[src/hw/rtl/hrhp_pkg.sv]
// Types, codes and constants of the request head parser.
`timescale 1ns / 1ps

package hrhp_pkg;

    // Header line limit and the counter width it needs
    localparam int HEADER_LIMIT = 16;
    localparam int HDR_CNT_W    = $clog2(HEADER_LIMIT + 1);
    localparam int BODY_W       = 16;

    // Delimiter characters
    localparam logic [7:0] CH_NUL   = 8'h00;
    localparam logic [7:0] CH_LF    = 8'h0A;
    localparam logic [7:0] CH_CR    = 8'h0D;
    localparam logic [7:0] CH_SP    = 8'h20;
    localparam logic [7:0] CH_COLON = 8'h3A;

    // Byte class codes
    localparam logic [2:0] CL_METHOD  = 3'd0;
    localparam logic [2:0] CL_PATH    = 3'd1;
    localparam logic [2:0] CL_VERSION = 3'd2;
    localparam logic [2:0] CL_NAME    = 3'd3;
    localparam logic [2:0] CL_VALUE   = 3'd4;
    localparam logic [2:0] CL_DELIM   = 3'd5;
    localparam logic [2:0] CL_BODY    = 3'd6;
    localparam logic [2:0] CL_ERROR   = 3'd7;

    // Parse status codes
    localparam logic [1:0] ST_BUSY   = 2'd0;
    localparam logic [1:0] ST_ACCEPT = 2'd1;
    localparam logic [1:0] ST_REJECT = 2'd2;

    // Parse phases
    typedef enum logic [3:0] {
        PH_METHOD  = 4'd0,
        PH_PATH    = 4'd1,
        PH_VERSION = 4'd2,
        PH_REQ_LF  = 4'd3,
        PH_LINE    = 4'd4,
        PH_NAME    = 4'd5,
        PH_SKIP    = 4'd6,
        PH_VALUE   = 4'd7,
        PH_HDR_LF  = 4'd8,
        PH_BLANK   = 4'd9,
        PH_BODY    = 4'd10
    } t_phase;

    typedef struct packed {
        logic [7:0] data_byte;
        logic       last_byte;
    } t_in_item;

    typedef struct packed {
        logic [2:0]  byte_class;
        logic [3:0]  header_slot;
        logic [1:0]  parse_status;
        logic [4:0]  headers_seen;
        logic [15:0] body_length;
    } t_out_item;

    // Parser state carried from byte to byte
    typedef struct packed {
        t_phase                 phase;
        logic [HDR_CNT_W-1:0]   hdr_cnt;
        logic                   failed;
        logic [BODY_W-1:0]      body_cnt;
    } t_state;

    localparam t_state STATE_RESET = '{
        phase:    PH_METHOD,
        hdr_cnt:  '0,
        failed:   1'b0,
        body_cnt: '0
    };

    // Handshake status between the top level and the output register
    typedef struct packed {
        logic load;
        logic can_load;
    } t_ostage_ctl;

endpackage

[src/hw/rtl/hrhp_step.sv]
// Next-state and result logic for one request byte.
`timescale 1ns / 1ps

module hrhp_step (
    input  hrhp_pkg::t_in_item  i_item,
    input  hrhp_pkg::t_state    i_state,
    output hrhp_pkg::t_state    o_state,
    output hrhp_pkg::t_out_item o_result
);

    logic [7:0]             w_b;
    hrhp_pkg::t_state       w_n;
    logic [2:0]             w_cls;
    logic [31:0]            w_cnt_in;
    logic [31:0]            w_cnt_out;
    logic [1:0]             w_status;

    assign w_b      = i_item.data_byte;
    assign w_cnt_in = 32'(i_state.hdr_cnt);

    // Decode the byte against the current phase
    always_comb begin
        w_n   = i_state;
        w_cls = hrhp_pkg::CL_ERROR;
        if (!i_state.failed) begin
            case (i_state.phase)
                hrhp_pkg::PH_METHOD, hrhp_pkg::PH_PATH: begin
                    if (w_b inside {hrhp_pkg::CH_SP, hrhp_pkg::CH_NUL}) begin
                        w_cls     = hrhp_pkg::CL_DELIM;
                        w_n.phase = (i_state.phase == hrhp_pkg::PH_METHOD) ?
                                    hrhp_pkg::PH_PATH : hrhp_pkg::PH_VERSION;
                    end else begin
                        w_cls = (i_state.phase == hrhp_pkg::PH_METHOD) ?
                                hrhp_pkg::CL_METHOD : hrhp_pkg::CL_PATH;
                    end
                end
                hrhp_pkg::PH_VERSION: begin
                    if (w_b inside {hrhp_pkg::CH_CR, hrhp_pkg::CH_NUL}) begin
                        w_cls     = hrhp_pkg::CL_DELIM;
                        w_n.phase = hrhp_pkg::PH_REQ_LF;
                    end else begin
                        w_cls = hrhp_pkg::CL_VERSION;
                    end
                end
                hrhp_pkg::PH_REQ_LF, hrhp_pkg::PH_HDR_LF: begin
                    if (w_b == hrhp_pkg::CH_LF) begin
                        w_cls     = hrhp_pkg::CL_DELIM;
                        w_n.phase = hrhp_pkg::PH_LINE;
                        if (i_state.phase == hrhp_pkg::PH_HDR_LF) begin
                            w_n.hdr_cnt = i_state.hdr_cnt + hrhp_pkg::HDR_CNT_W'(1);
                        end
                    end else begin
                        w_n.failed = 1'b1;
                    end
                end
                hrhp_pkg::PH_LINE, hrhp_pkg::PH_NAME: begin
                    if (i_state.phase == hrhp_pkg::PH_LINE &&
                        w_cnt_in >= 32'(hrhp_pkg::HEADER_LIMIT)) begin
                        w_n.failed = 1'b1;
                    end else if (i_state.phase == hrhp_pkg::PH_LINE &&
                                 w_b == hrhp_pkg::CH_CR) begin
                        w_cls     = hrhp_pkg::CL_DELIM;
                        w_n.phase = hrhp_pkg::PH_BLANK;
                    end else if (w_b inside {hrhp_pkg::CH_COLON, hrhp_pkg::CH_NUL}) begin
                        w_cls     = hrhp_pkg::CL_DELIM;
                        w_n.phase = hrhp_pkg::PH_SKIP;
                    end else begin
                        w_cls     = hrhp_pkg::CL_NAME;
                        w_n.phase = hrhp_pkg::PH_NAME;
                    end
                end
                hrhp_pkg::PH_SKIP, hrhp_pkg::PH_VALUE: begin
                    if (i_state.phase == hrhp_pkg::PH_SKIP && w_b == hrhp_pkg::CH_SP) begin
                        w_cls = hrhp_pkg::CL_DELIM;
                    end else if (w_b inside {hrhp_pkg::CH_CR, hrhp_pkg::CH_NUL}) begin
                        w_cls     = hrhp_pkg::CL_DELIM;
                        w_n.phase = hrhp_pkg::PH_HDR_LF;
                    end else begin
                        w_cls     = hrhp_pkg::CL_VALUE;
                        w_n.phase = hrhp_pkg::PH_VALUE;
                    end
                end
                hrhp_pkg::PH_BLANK: begin
                    if (w_b == hrhp_pkg::CH_NUL) begin
                        w_n.failed = 1'b1;
                    end else begin
                        w_cls     = hrhp_pkg::CL_DELIM;
                        w_n.phase = hrhp_pkg::PH_BODY;
                    end
                end
                hrhp_pkg::PH_BODY: begin
                    w_cls = hrhp_pkg::CL_BODY;
                    if (~&i_state.body_cnt) begin
                        w_n.body_cnt = i_state.body_cnt + hrhp_pkg::BODY_W'(1);
                    end
                end
                default: begin
                    w_n.failed = 1'b1;
                end
            endcase
            if (w_n.failed) begin
                w_cls = hrhp_pkg::CL_ERROR;
            end
        end
    end

    assign w_cnt_out = 32'(w_n.hdr_cnt);

    // Report status on the last byte
    always_comb begin
        w_status = hrhp_pkg::ST_BUSY;
        if (i_item.last_byte) begin
            if (!w_n.failed && (w_n.phase == hrhp_pkg::PH_LINE ||
                                w_n.phase == hrhp_pkg::PH_BODY)) begin
                w_status = hrhp_pkg::ST_ACCEPT;
            end else begin
                w_status = hrhp_pkg::ST_REJECT;
            end
        end
    end

    // Assemble the result; slot uses the count before this byte
    always_comb begin
        o_result.byte_class   = w_cls;
        o_result.header_slot  = (w_cnt_in > 32'd15) ? 4'd15 : w_cnt_in[3:0];
        o_result.parse_status = w_status;
        o_result.headers_seen = (w_cnt_out > 32'd31) ? 5'd31 : w_cnt_out[4:0];
        o_result.body_length  = w_n.body_cnt;
    end

    // Return to the start state after the last byte
    assign o_state = i_item.last_byte ? hrhp_pkg::STATE_RESET : w_n;

endmodule

[src/hw/rtl/hrhp_out_reg.sv]
// Result register with valid/ready handshake toward the receiver.
`timescale 1ns / 1ps

module hrhp_out_reg (
    input  logic                i_clk,
    input  logic                i_rst_n,
    input  logic                i_load,
    input  hrhp_pkg::t_out_item i_result,
    input  logic                i_out_ready,
    output logic                o_can_load,
    output logic                o_out_valid,
    output hrhp_pkg::t_out_item o_out_item
);

    logic                r_valid;
    logic                n_valid;
    hrhp_pkg::t_out_item r_item;

    // Free when empty or when the held item leaves this cycle
    assign o_can_load = !r_valid || i_out_ready;

    always_comb begin
        n_valid = r_valid;
        if (i_load) begin
            n_valid = 1'b1;
        end else if (i_out_ready) begin
            n_valid = 1'b0;
        end
    end

    always_ff @(posedge i_clk) begin
        if (!i_rst_n) begin
            r_valid <= 1'b0;
        end else begin
            r_valid <= n_valid;
        end
    end

    // Capture the payload on load, hold otherwise
    always_ff @(posedge i_clk) begin
        if (i_load) begin
            r_item <= i_result;
        end
    end

    assign o_out_valid = r_valid;
    assign o_out_item  = r_item;

endmodule

[src/hw/rtl/http_request_head_parser_unit.sv]
// Top level of the HTTP request head parser.
`timescale 1ns / 1ps
//
// Usage:
//   Input channel (i_in_valid / o_in_ready / i_in_item) takes one request byte
//   per item, with last_byte set on the final byte of the request.
//   Output channel (o_out_valid / i_out_ready / o_out_item) gives one result
//   per byte: byte class, header slot, status, header count and body length.
//   Latency: the result of a byte is valid on the cycle after it is accepted.
//   Throughput: one byte per cycle; the phase decode and counter updates sit
//   between the parse state registers and a single result register.
//   A new byte is taken while the held result is being taken in the same
//   cycle, so a receiver that is always ready sees no bubbles.
//   Receiver stall: the result register holds its item and o_in_ready drops
//   until the item is taken; no byte is dropped.
//   Status is nonzero only on the result of the last byte, after which the
//   parser returns to the method phase for the next request.
//   Reset (synchronous, active low): parser returns to the method phase with
//   all counters cleared and the result register empty; no item is taken
//   while reset is held.

module http_request_head_parser_unit (
    input  logic                i_clk,
    input  logic                i_rst_n,
    input  logic                i_in_valid,
    output logic                o_in_ready,
    input  hrhp_pkg::t_in_item  i_in_item,
    output logic                o_out_valid,
    input  logic                i_out_ready,
    output hrhp_pkg::t_out_item o_out_item
);

    hrhp_pkg::t_state      r_state;
    hrhp_pkg::t_state      n_state;
    hrhp_pkg::t_out_item   w_result;
    hrhp_pkg::t_ostage_ctl w_ctl;
    logic                  w_can_load;

    // Accept a byte when the result register can take its result
    assign w_ctl.can_load = w_can_load;
    assign o_in_ready     = w_ctl.can_load && i_rst_n;
    assign w_ctl.load     = i_in_valid && o_in_ready;

    hrhp_step u_step (
        .i_item   (i_in_item),
        .i_state  (r_state),
        .o_state  (n_state),
        .o_result (w_result)
    );

    // Advance the parse state on each accepted byte
    always_ff @(posedge i_clk) begin
        if (!i_rst_n) begin
            r_state <= hrhp_pkg::STATE_RESET;
        end else if (w_ctl.load) begin
            r_state <= n_state;
        end
    end

    hrhp_out_reg u_out_reg (
        .i_clk       (i_clk),
        .i_rst_n     (i_rst_n),
        .i_load      (w_ctl.load),
        .i_result    (w_result),
        .i_out_ready (i_out_ready),
        .o_can_load  (w_can_load),
        .o_out_valid (o_out_valid),
        .o_out_item  (o_out_item)
    );

endmodule

[config.mk]
export PLATFORM = sky130hd
export DESIGN_NAME = http_request_head_parser_unit
export DESIGN_NICKNAME = d
export VERILOG_FILES = /design/src/hw/rtl/hrhp_pkg.sv /design/src/hw/rtl/hrhp_step.sv /design/src/hw/rtl/hrhp_out_reg.sv /design/src/hw/rtl/http_request_head_parser_unit.sv
export SDC_FILE = /design/constraint.sdc
export NUM_CORES = 1
export LEC_CHECK = 0
export ABC_AREA = 1
export BUFFER_PORTS_ARGS = -buffer_cell sky130_fd_sc_hd__clkbuf_2
export CAP_MARGIN = 20
export CELL_PAD_IN_SITES_DETAIL_PLACEMENT = 1
export CELL_PAD_IN_SITES_GLOBAL_PLACEMENT = 2
export CORE_MARGIN = 1.5
export CORE_UTILIZATION = 35
export DETAILED_ROUTE_END_ITERATION = 8
export GPL_TIMING_DRIVEN = 1
export PLACE_DENSITY_LB_ADDON = 0.05
export RECOVER_POWER = 100
export SLEW_MARGIN = 20
export SYNTH_ARGS = -nofsm -noshare
export SYNTH_HDL_FRONTEND = slang
export SYNTH_HIERARCHICAL = 1
export SYNTH_SLANG_ARGS = --single-unit
[constraint.sdc]
create_clock -name i_clk -period 4.3 [get_ports i_clk]
set_input_delay 0 -clock i_clk [delete_from_list [all_inputs] [get_ports i_clk]]
set_output_delay 0 -clock i_clk [all_outputs]
set_load 0.01 [all_outputs]
==> results.txt <==
Setup violations remaining at the end of the flow were counted as 0. By instance count, the leading cell after synthesis is sky130_fd_sc_hd__nand2_1. The layout overhead on the synthesized area came out at 10.5%.

The cell count after placement came out at 659. The cell count after synthesis came out at 496. For this block, the routed nets add up to 9270 µm of wire. After floorplanning, the core was divided into 36 placement rows. The initial core utilization is 0.360.

In this run the worst hold path is classified as in -> reg. The antenna diode count is 0. The most common flop cell mapped by yosys is sky130_fd_sc_hd__edfxtp_1. The final route contains 3192 vias. The fraction of the yosys area taken by sequential cells is 0.410. The count of max-cap constraint violations came out at 0. For this design the static power due to leakage is 1.95 nW. The number of filler instances in the final layout came out at 1315. Averaged over all synthesized cells, the footprint is 7.09 µm².

The worst setup path is of the reg -> reg kind. Counting instances, the worst hold path has a depth of 4. The largest family of logic cells by synthesized area is simple AND/OR/NAND/NOR gates. Of the total synthesized cell area, the portion taken by full adders, half adders and majority gates is 0.0107.

The worst hold path terminates at u_out_reg/o_out_valid$_SDFFE_PN0P_. The final setup slack of the worst path is 1.35 ns. The number of DRC violations after detailed routing came out at 0. The placeable core region came out at 9770 µm². At the worst endpoint, the required time is 4.32 ns. In this run the count of I/O pins placed on the die edge is 45. Setup repair after global routing left no endpoint under its margin. The final critical-path share of the clock period came out at 0.686. The number of endpoints with negative hold slack in the final report came out at 0. The post-CTS setup buffer count came out at 0. The final-layout setup total negative slack is 0 ns. Ranked by total cell area, the synthesized netlist is headed by sky130_fd_sc_hd__edfxtp_1 (26%), sky130_fd_sc_hd__nand2_1 (18%), sky130_fd_sc_hd__dfxtp_1 (15%), sky130_fd_sc_hd__inv_1 (8.9%), sky130_fd_sc_hd__nand4_1 (6.0%). After clock tree synthesis, the clock-pin slew on the worst setup and hold paths is 0.06 ns. TritonCTS built the clock tree. The initial antenna violation count came out at 0.

The total count of max-transition violations in the final report was 0. For the pin with the worst max-slew slack, the measured transition is 1.09 ns. The count of non-filler cells in the finished layout is 675. The die span in y is 103 µm. The Yosys warning count came out at 6. The worst path arrival time came out at 2.97 ns. Across every metal layer, demand over resource in global routing totals 0.188. Clock tree synthesis inserted a total of 9 buffers. Measured on the finished design, the core utilization comes to 0.398. The average via count per standard cell came out at 4.73. Counting flops and latches in the post-synthesis netlist gives 57. The pin count of the biggest net entering global routing is 56. In this run the critical register-to-register path is launched from u_out_reg/o_out_valid$_SDFFE_PN0P_. The sequential standard cell area is 1440 µm². The number of detailed-route iterations in the first pass is 4. Routability-driven placement finished with a final weighted congestion of 0.803. The number of distinct library cells after synthesis is 38. Prior to clock tree synthesis, the placed netlist has a worst setup slack of 1.71 ns. The flow ran to the end, and the final reports show no timing, DRC or antenna violations. The worst clock skew is 0.00686 ns. The sort of element at the start of the critical path is a flip-flop. The worst register-to-register path ends at u_out_reg/o_out_item[20]$_DFFE_PP_. The number of buffers on the longest clock path is 2. In the final design database the tool counted 553 nets. Once detailed placement completed, the half-perimeter wirelength came to 6840 µm. The startpoint identified for the worst hold timing path is i_rst_n. Clock tree synthesis found a total of 57 sinks. Dividing total power by cell area gives a power density of 288 nW/µm².

Of the total synthesized cell area, the portion taken by XOR and XNOR cells is 0.0270. Timing would allow up to 339 MHz. The final critical delay including setup and external delays is 2.95 ns. The summed instance area of the synthesized netlist came out at 3520 µm². The clock latency on the worst-skew pair is 0.33 ns. Buffers placed on the I/O ports in this run total 44.

The first global-routing pass estimated 15300 µm of wire. The number of instances resized during post-cts repair is 0. STA classifies the critical path endpoint as a flip-flop. CTS placed an instance of sky130_fd_sc_hd__clkbuf_8 at the clock tree root. Once detail routing completed, the nets flagged for antenna violations numbered 0. The cell depth of the worst flop-to-flop path is 4. The maximum fanout along the worst path came out at 29. The footprint of the multi-input gates came out at 1580 µm².

The library cell occupying the most area in the post-synthesis netlist is sky130_fd_sc_hd__edfxtp_1. Buffers inserted to repair hold after CTS numbered 0. The worst setup slack for register-to-register paths is 1.35 ns. Counting instances in the post-synthesis netlist gives the leading cell types as sky130_fd_sc_hd__nand2_1 (171), sky130_fd_sc_hd__inv_1 (83), sky130_fd_sc_hd__nor2_1 (41). Measured against the total synthesized area, the mux share comes to 0. CTS built an H-tree with a depth of 3. The die covers 10700 µm².

The floorplan step set the die width to 103 µm. The fraction of synthesized cell area taken by the top area cell type is 0.256. The number of nets in the synthesized netlist is 512.

The share of async-settable or async-resettable flops after synthesis is 0. The fraction of the mapped netlist area in simple logic gates came out at 0.380. The average wire per cell in the routed design is 13.7 µm. The worst max-slew margin expressed relative to the limit is 0.270. The total congestion overflow came out at 0. The synthesized-area fraction occupied by ao, oa, aoi and oai cells is 0.0502.

The maximum resistive drop on vdd came out at 0.142 mV. The sum of internal, switching and leakage power is 1.12 mW. The share of layout cells above drive strength 1 came out at 0.0720. The count of flip-flops with a built-in enable after synthesis is 30.

The via count of the first global-routing pass is 3160. The number of violations reported at the end of detailed-routing iteration 0 came out at 116.
-- stage by stage --
stage | hold slack [ns] | cell area (µm²)
3_3_place_gp | 0.417 | 3810
3_5_place_dp | 0.420 | 3810
4_1_cts | 0.240 | 4000
6_report | 0.246 | 3890
5_1_grt | 0.262 | 3890
2_1_floorplan | 0.122 | 3520
-- critical path, stage by stage, from the launching register on --
cell	delay [ns]
sky130_fd_sc_hd__dfxtp_1	0.31
sky130_fd_sc_hd__nand2_1	0.79
sky130_fd_sc_hd__nand3_4	0.47
sky130_fd_sc_hd__inv_1	0.70
sky130_fd_sc_hd__buf_4	0.36
-- per-layer routing --
| metal | wire [µm] | part of all wire | vias to the layer above | global-route usage |
|---|---|---|---|---|
| met5 | 0 | 0 | - | 0 |
| met4 | 100 | 0.011 | 0 | 0.0624 |
| met3 | 198 | 0.021 | 9 | 0.0323 |
| met2 | 4260 | 0.46 | 37 | 0.304 |
| met1 | 4710 | 0.51 | 1495 | 0.254 |
| li1 | - | - | 1651 | - |
-- registers in the layout (all words and copies together), names as in the netlist --
name and flops:
r_state 26, u_out_reg/o_out_item 30, u_out_reg/o_out_valid 1
-- area by class of cell --
class,instances,area share
multi-input combinational,337,0.405
sequential,57,0.371
inverter,86,0.0834
timing repair buffer,46,0.0505
clock buffer,14,0.0447
tap,133,0.0428
clock inverter,2,0.00257
-- layout by cell type (no fill, tap or decap) --
cell                         Yosys  routed
sky130_fd_sc_hd__a31oi_1         1       1
sky130_fd_sc_hd__and2_0          0       1
sky130_fd_sc_hd__xnor2_1         2       3
sky130_fd_sc_hd__nand3_1        18      18
sky130_fd_sc_hd__a32oi_1         0       1
sky130_fd_sc_hd__or2_2           4       4
sky130_fd_sc_hd__nor3_1          7       9
sky130_fd_sc_hd__nand2_2         3       1
sky130_fd_sc_hd__clkbuf_1        2      34
sky130_fd_sc_hd__nor2_1         41      44
sky130_fd_sc_hd__a2111oi_0       1       1
sky130_fd_sc_hd__clkbuf_16       0       1
sky130_fd_sc_hd__nand2_1       171     174
sky130_fd_sc_hd__a21oi_1        17      17
sky130_fd_sc_hd__or2_0           0       4
sky130_fd_sc_hd__dfxtp_1        27      27
sky130_fd_sc_hd__a211oi_1        2       2
sky130_fd_sc_hd__ha_1            3       3
sky130_fd_sc_hd__nand3_4         1       1
sky130_fd_sc_hd__xor2_1          7       7
sky130_fd_sc_hd__and2_1          2       1
sky130_fd_sc_hd__nand3_2         2       2
sky130_fd_sc_hd__clkinvlp_2      0       1
sky130_fd_sc_hd__edfxtp_1       30      30
sky130_fd_sc_hd__buf_4           6       2
sky130_fd_sc_hd__or2_1           5       1
sky130_fd_sc_hd__a21oi_2         1       1
sky130_fd_sc_hd__nand4_1        34      34
sky130_fd_sc_hd__clkbuf_2        0      13
sky130_fd_sc_hd__inv_1          83      85
sky130_fd_sc_hd__nor2_2          2       1
sky130_fd_sc_hd__o211ai_1        1       1
sky130_fd_sc_hd__clkbuf_8        0      10
sky130_fd_sc_hd__clkinv_2        1       2
sky130_fd_sc_hd__o21ai_0         3       4
sky130_fd_sc_hd__o21ai_1         1       1
-- where the power goes --
| group | internal, mW | leakage (nW) | switching, mW |
|---|---|---|---|
| clock | 0.259 | 0.0956 | 0.215 |
| combinational | 0.0138 | 1.36 | 0.0482 |
| sequential | 0.581 | 0.503 | 0.00278 |
-- worst max path at each step --
stage,from,to,slack (ns),cells past startpoint
after CTS,u_out_reg/o_out_valid$_SDFFE_PN0P_,u_out_reg/o_out_item[20]$_DFFE_PP_,1.70,4
after detailed placement,u_out_reg/o_out_valid$_SDFFE_PN0P_,u_out_reg/o_out_item[20]$_DFFE_PP_,1.71,4
final,u_out_reg/o_out_valid$_SDFFE_PN0P_,u_out_reg/o_out_item[20]$_DFFE_PP_,1.35,4
after global placement,u_out_reg/o_out_valid$_SDFFE_PN0P_,u_out_reg/o_out_item[27]$_DFFE_PP_,1.75,4
after floorplan,u_out_reg/o_out_valid$_SDFFE_PN0P_,u_out_reg/o_out_item[0]$_DFFE_PP_,2.47,5
after global routing,u_out_reg/o_out_valid$_SDFFE_PN0P_,u_out_reg/o_out_item[29]$_DFFE_PP_,1.04,4
-- logic make-up (layout without fill, tap and decap cells) --
family          Yosys count  count (layout)
flops                    57              57
xor+xnor                 10              10
buf+inv                 102             148
compound gates           29              29
simple gates            295             295
fa+ha+maj                 3               3
No activity file was read; power rests on OpenSTA's default activity.
